--- config.mk ---
export PLATFORM = sky130hd
export DESIGN_NAME = tsq_ctrl
export DESIGN_NICKNAME = d
export VERILOG_FILES = /design/src/rtl/tsq_pkg.sv /design/src/rtl/tsq_ctrl.sv
export SDC_FILE = /design/constraint.sdc
export NUM_CORES = 1
export LEC_CHECK = 0
export CAP_MARGIN = 30
export CORE_AREA = 2 2 39 41
export DETAILED_ROUTE_END_ITERATION = 8
export DIE_AREA = 0 0 41 43
export DONT_BUFFER_PORTS = 1
export PLACE_DENSITY_LB_ADDON = 0.05
export SLEW_MARGIN = 20
export SYNTH_ARGS = -nofsm -noshare
export SYNTH_HDL_FRONTEND = slang
export SYNTH_SLANG_ARGS = --single-unit
--- constraint.sdc ---
create_clock -name clk -period 1.6 [get_ports clk]
set_input_delay 0.08 -clock clk [delete_from_list [all_inputs] [get_ports clk]]
set_output_delay 0.08 -clock clk [all_outputs]
set_load 0.05 [all_outputs]
--- src/rtl/tsq_pkg.sv ---
// Package for the two-stack queue: sizes, codes and controller/datapath types
package tsq_pkg;

    localparam int STACK_DEPTH = 128;
    localparam int PTR_W       = $clog2(STACK_DEPTH);
    localparam int CNT_W       = $clog2(STACK_DEPTH + 1);
    localparam int WORD_W      = 32;

    typedef logic [WORD_W-1:0] word_t;
    typedef logic [CNT_W-1:0]  cnt_t;
    typedef logic [PTR_W-1:0]  ptr_t;

    localparam cnt_t  CNT_ZERO   = cnt_t'(0);
    localparam cnt_t  CNT_ONE    = cnt_t'(1);
    localparam cnt_t  CNT_FULL   = cnt_t'(STACK_DEPTH);
    localparam word_t EMPTY_DATA = '1;
    localparam word_t ZERO_DATA  = '0;

    // Request kind carried on tuser
    localparam logic OP_ENQUEUE = 1'b0;
    localparam logic OP_DEQUEUE = 1'b1;

    // Result status carried on tuser
    typedef enum logic [1:0] {
        ST_OK    = 2'd0,
        ST_EMPTY = 2'd1,
        ST_FULL  = 2'd2
    } status_t;

    // Controller states
    typedef enum logic [1:0] {
        S_IDLE,
        S_MOVE,
        S_POP,
        S_DONE
    } state_t;

    // Which result the output register takes
    typedef enum logic [1:0] {
        RES_ZERO,
        RES_FULL,
        RES_EMPTY,
        RES_POP
    } res_sel_t;

    typedef struct packed {
        logic     push;      // write value on inbound top
        logic     pop;       // read outbound top, count down
        logic     move_rd;   // read inbound top for a transfer
        logic     out_load;  // load the output register
        res_sel_t res_sel;
    } tsq_cmd_t;

    typedef struct packed {
        logic in_empty;
        logic in_full;
        logic out_empty;
        logic move_pend;     // a transfer write is in flight
        logic out_free;      // output register can take a result
    } tsq_sts_t;

endpackage

--- src/rtl/tsq_ctrl.sv ---
// Controller: sequences enqueue, dequeue, stack transfer and result hand-off
module tsq_ctrl (
    input  logic              clk,
    input  logic              rst_n,
    input  logic              s_tvalid,
    output logic              s_tready,
    input  logic              s_tuser,
    input  tsq_pkg::tsq_sts_t sts,
    output tsq_pkg::tsq_cmd_t cmd
);
    import tsq_pkg::*;

    state_t   state_reg, state_next;
    res_sel_t res_sel_reg, res_sel_next;

    // Next state and pending result kind
    always_comb
    begin
        state_next   = state_reg;
        res_sel_next = res_sel_reg;
        unique case (state_reg)
            S_IDLE:
            begin
                if (s_tvalid)
                begin
                    if (s_tuser == OP_DEQUEUE)
                    begin
                        if (!sts.out_empty)
                        begin
                            state_next   = S_DONE;
                            res_sel_next = RES_POP;
                        end
                        else if (!sts.in_empty)
                        begin
                            state_next = S_MOVE;
                        end
                        else
                        begin
                            state_next   = S_DONE;
                            res_sel_next = RES_EMPTY;
                        end
                    end
                    else
                    begin
                        state_next   = S_DONE;
                        res_sel_next = sts.in_full ? RES_FULL : RES_ZERO;
                    end
                end
            end
            S_MOVE:
            begin
                // done once inbound is drained and the last write has landed
                if (sts.in_empty && !sts.move_pend)
                begin
                    state_next = S_POP;
                end
            end
            S_POP:
            begin
                state_next   = S_DONE;
                res_sel_next = RES_POP;
            end
            S_DONE:
            begin
                if (sts.out_free)
                begin
                    state_next = S_IDLE;
                end
            end
            default:
            begin
                state_next = S_IDLE;
            end
        endcase
    end

    // Commands to the datapath
    always_comb
    begin
        s_tready     = 1'b0;
        cmd          = '0;
        cmd.res_sel  = res_sel_reg;
        unique case (state_reg)
            S_IDLE:
            begin
                s_tready = 1'b1;
                if (s_tvalid)
                begin
                    if (s_tuser == OP_DEQUEUE)
                    begin
                        cmd.pop = !sts.out_empty;
                    end
                    else
                    begin
                        cmd.push = !sts.in_full;
                    end
                end
            end
            S_MOVE:
            begin
                cmd.move_rd = !sts.in_empty;
            end
            S_POP:
            begin
                cmd.pop = 1'b1;
            end
            S_DONE:
            begin
                cmd.out_load = sts.out_free;
            end
            default:
            begin
                s_tready = 1'b0;
            end
        endcase
    end

    always_ff @(posedge clk or negedge rst_n)
    begin
        if (!rst_n)
        begin
            state_reg   <= S_IDLE;
            res_sel_reg <= RES_ZERO;
        end
        else
        begin
            state_reg   <= state_next;
            res_sel_reg <= res_sel_next;
        end
    end

endmodule

# --- After elaboration in Yosys (flattened, before gate mapping) ---
# Index checks and enable logic that the tools add are counted.
op_classes:
  reduce_logical: 9
  mux: 21
  n_eq_ne: 7
ops:
  columns: ["op", "n"]
  rows:
  - ["$mux 2", 11]
  - ["$pmux 2 s4", 1]
  - ["$mux 1", 7]
  - ["$ne 2x2->1 const B", 3]
  - ["$reduce_and 3->1", 2]
  - ["$eq 2x2->1 const B", 2]
  - ["$logic_not 1->1", 4]
  - ["$ne 4x4->1 const B", 1]
  - ["$pmux 2 s2", 1]
  - ["$eq 2x1->1 const B", 1]
  - ["$logic_not 2->1", 1]
  - ["$pmux 1 s2", 1]
  - ["$reduce_bool 2->1", 1]
  - ["$logic_and 1x1->1", 1]
totals:
  elab_cells: 39
  register_bits: 4
  out_inout_bits: 7
  inputBits: 9

# --- Longest topological paths before layout ---
logic_depth:
  ltp_word: 5
  ltp_mapped: 6
  depth_no_buf: 5

# --- Worst setup path before layout ---
# OpenSTA, ideal clock, no wires.
synth_timing:
  path_type: "register to output"
  startpoint: "reg state_reg[0]"
  endpoint: "out cmd[4] (netlist bit)"
  required_time_ns: 1.520
  stages_incl_launch_ff: 6
  path_buffers: 1
  path_slack_ns: -0.916
  t_arrival_ns: 2.436
  path_cell_list: "dfrtp_1 -> inv_1 -> ha_1 -> clkbuf_1 -> nand4_1 -> o21ai_0"
synth_rtl:
  columns: ["item", "line", "source"]
  rows:
  - ["start: declaration", "tsq_ctrl.sv:13", "state_t state_reg, state_next;"]
  - ["start signal: assignment", "tsq_ctrl.sv:127", "state_reg <= state_next;"]
  - ["end: declaration", "tsq_ctrl.sv:9", "output tsq_pkg::tsq_cmd_t cmd"]

# --- Final worst setup path ---
layout_timing:
  startpoint: "reg state_reg[0]"
  endpoint: "reg state_reg[1]"
layout_via:
  elab_chain_cells: 3
  word_cells_on_any_way: 9
  cone_classes: "eq/ne: 6; mux: 1; reduce/logical: 2"
layout_rtl:
  columns: ["item", "line", "source"]
  rows:
  - ["$eq 2x1->1 (tied with other cells)", "tsq_ctrl.sv:21", "unique case (state_reg)"]
  - ["$ne 2x2->1 (no line)", null, null]
  - ["$reduce_and 3->1 (no line)", null, null]
# Parallel ways exist; a longest one is shown, timed or not.
# A chain may end at the register's enable or synchronous reset.

==> impl_results.md <==
* Post-Route WL at ~900 um
* Relative slew slack at 67.1%
* Worst slack, placed at -0.0718 ns
* Crit path time final at between 1.5 and 2 ns
* Initial Utilization at about a quarter
* Peak VDD IR at around 870 uV
* CTS H-tree lvls at 1
* Wire per inst at 12.5 um
* Layout cell share with drive strength beyond 1 at approximately 52%
* Status: finished, final reports clean
* Final setup viols at 0
* Die footprint at ~1800 um2
* Top-area cell type share of the netlist area at 28.9%
* Ports at 16
* Setup TNS at 0 ns
* Post-synthesis compound-gate area fraction at between 15 and 20%
* Max FO, Critical Path at 4
* Post-synthesis mux area share at 6.50%
* Vias in the first global route at 338
* Min-Delay Path Class: in -> async
* Die Span Y at approximately 43 um
* Clock Latency Late Sink at roughly 0.23 ns
* Antenna Violating Nets Remaining at 0
* Met3 Track Usage GR at between 6 and 7%
* DRC viols at 0
* Clock sink total at 4
* Critical Path Sink Type: register
* Placed insts at 62
* Synth Area in XOR/XNOR at 0%
* Post-synth EDFFs at 0
* Asr flop ratio synth at 100%
* Avg Vias per Cell at between 4 and 5
* Final nets at between 70 and 80
* Unrepaired setup endpoints after global routing: yes
* Total global routing overflow at 0
* Area grow syn2layout at 74.0%
* Pleak at ~0.26 nW
* Syn avg cell area at slightly below 9 um2
* CTS tree: built
* Root buffer cell: clkbuf_4
* Netlist cell types at 23
* Antenna Diode Count at 0
* Adder-cell share of the synthesized area at a little under a fifth
* Post-Syn Nets at 54
* CP required at around 1.7 ns
* Initial antenna violation count at 0
* Drt pass-1 iters at 4
* FF+latch count, synth at 4
* Final Cycle Share at 97.6%
* Iter 0 DRT Violations at 3
* Sequential share of the synthesized area at 28.9%
* First-pass GRT wire length at around 1400 um
* Placer congestion estimate at approximately 0.75
* Crit path kind: reg -> reg
* Clock-pin slew of the registers on the worst-case setup and hold paths at around 0.040 ns
* Simple-Gate Fraction of Synth Area at a little over a fifth
* Max Cap Viol at 0
* Reg2Reg Setup Slack at about 0.038 ns
* CTS Buf Count at 3
* # fillers at between 100 and 150
* Synth Cell Area at ~350 um2
* Cell area power density at approximately 2200 nW/um2
* Buffers added on ports at 0
* Fin worst setup slack at between 0.03 and 0.04 ns
* Layer with the highest usage: met2
* Largest cells by area after synthesis: dfrtp_1 29%, ha_1 18%, mux2_2 6.5%
* Die span in x at 41 um
* Grt met1 use at ~12%
* Design Power at approximately 0.0013 W
* Post-synth top cells: 5 x ha_1, 5 x inv_1, 4 x dfrtp_1
* Most common flop cell mapped by yosys: dfrtp_1
* Slew Limit Fails at 0
* Fmax at between 600 and 700 MHz
* Crit path arrival time at between 1.5 and 2 ns
* Max Root-Sink Buffers at 2
* Largest family of logic cells by synthesized area: simple AND/OR/NAND/NOR gates
* Post-Layout Cell Count at 72
* Largest net degree at the start of global routing at 8
* Vias at 358
* Worst-Margin Slew at a little under 0.5 ns
* Yosys warns at 0
* Final Hold Vio Count at 0
* Mapped Cells at 40
* Setup Skew at roughly 0.0023 ns
* Yosys top cell by area: dfrtp_1
* Worst setup SP type: register
* Row Count at 14
* Met2 usage at around 20%
* Gr usage total at a little under an eighth
* Post-DP HPWL at 755 um
* Core area at between 1000 and 1500 um2
## cell usage in the layout (no fill, tap or decap)
master | synthesis | layout
dfrtp_1 | 4 | 3
dfrtp_2 | 0 | 1
ha_2 | 0 | 1
a31oi_1 | 2 | 2
dlygate4sd3_1 | 0 | 1
a41oi_1 | 1 | 1
inv_2 | 1 | 2
nand2_1 | 2 | 2
nand2b_1 | 2 | 2
a21oi_1 | 1 | 1
and2_1 | 1 | 1
nor2b_1 | 1 | 1
nand4b_1 | 1 | 1
inv_4 | 0 | 1
inv_1 | 5 | 3
mux2_4 | 0 | 2
nor2_1 | 2 | 2
o21ai_4 | 0 | 1
a222oi_1 | 1 | 1
nor3_4 | 0 | 1
o21ai_1 | 1 | 1
or2_1 | 0 | 1
o22a_1 | 1 | 1
buf_6 | 0 | 3
buf_12 | 0 | 1
and3b_1 | 1 | 1
o21ai_0 | 2 | 1
clkbuf_4 | 0 | 3
ha_4 | 0 | 4
nand4_1 | 1 | 1
buf_4 | 0 | 9
## cell families (layout without fill, tap and decap cells)
kind of cell | count (synthesis) | in the layout
flops | 4 | 4
mux | 2 | 2
simple gates | 13 | 13
fa+ha+maj | 5 | 5
buf+inv | 7 | 23
compound gates | 9 | 9
## path summary, 6_finish.rpt
path,to,depth (start not counted),start
max,state_reg[1]$_DFFE_PN0P_,5,state_reg[0]$_DFFE_PN0P_
min,res_sel_reg[1]$_DFFE_PN0P_,1,rst_n
max reg2reg,state_reg[1]$_DFFE_PN0P_,5,state_reg[0]$_DFFE_PN0P_
min reg2reg,res_sel_reg[1]$_DFFE_PN0P_,1,res_sel_reg[1]$_DFFE_PN0P_
max in group asynchronous,state_reg[0]$_DFFE_PN0P_,1,rst_n
min in group clk,res_sel_reg[0]$_DFFE_PN0P_,3,s_tuser
## timing repair
| action | in CTS | in global routing |
|---|---|---|
| cloned | 0 | 0 |
| resized for setup | 5 | 12 |
| endpoints found under the setup margin | 4 | 4 |
| pin swaps | 5 | 6 |
| setup buffers | 6 | 0 |
| hold buffers | 1 | 0 |
| hold endpoints to repair | 4 | 0 |
## layer usage
layer  routed length (um)  part of all wire [%]  vias to the layer above
met5                    0                     0                        -
met4                    0                     0                        0
met3                   69                   7.6                        0
met2                  468                    52                       17
met1                  365                    40                      164
li1                     -                     -                      177
## power breakdown
part,internal [W],total (W),leakage [nW],switching [W]
sequential,0.000151,0.000237,0.0412,0.0000855
combinational,0.000460,0.000954,0.205,0.000494
clock,0.0000837,0.000122,0.0138,0.0000384
## worst max-delay path: stages (launching register included)
cell	delay (ns)
dfrtp_2	0.44
buf_6	0.14
ha_4	0.14
a222oi_1	0.24
buf_4	0.18
mux2_4	0.29
## cell type report
| type | count | area (um2) | area share, % |
|---|---|---|---|
| well taps | 16 | 20.0 | 3.32 |
| inverters | 6 | 25.0 | 4.15 |
| flip-flops and latches | 4 | 101 | 16.8 |
| repair buffers | 14 | 131 | 21.8 |
| multi-input cells | 29 | 303 | 50.2 |
| clock buffers | 3 | 22.5 | 3.73 |
## metrics by stage
stage	utilization, %	instance area (um2)	hold slack, ns
after global routing	43.6	603	0.133
final	43.6	603	0.120
after floorplan	-	383	-0.216
after global placement	33.5	463	-0.215
after CTS	40.2	557	0.122
after detailed placement	33.5	463	-0.216
Power figures use the tool's default switching activity.
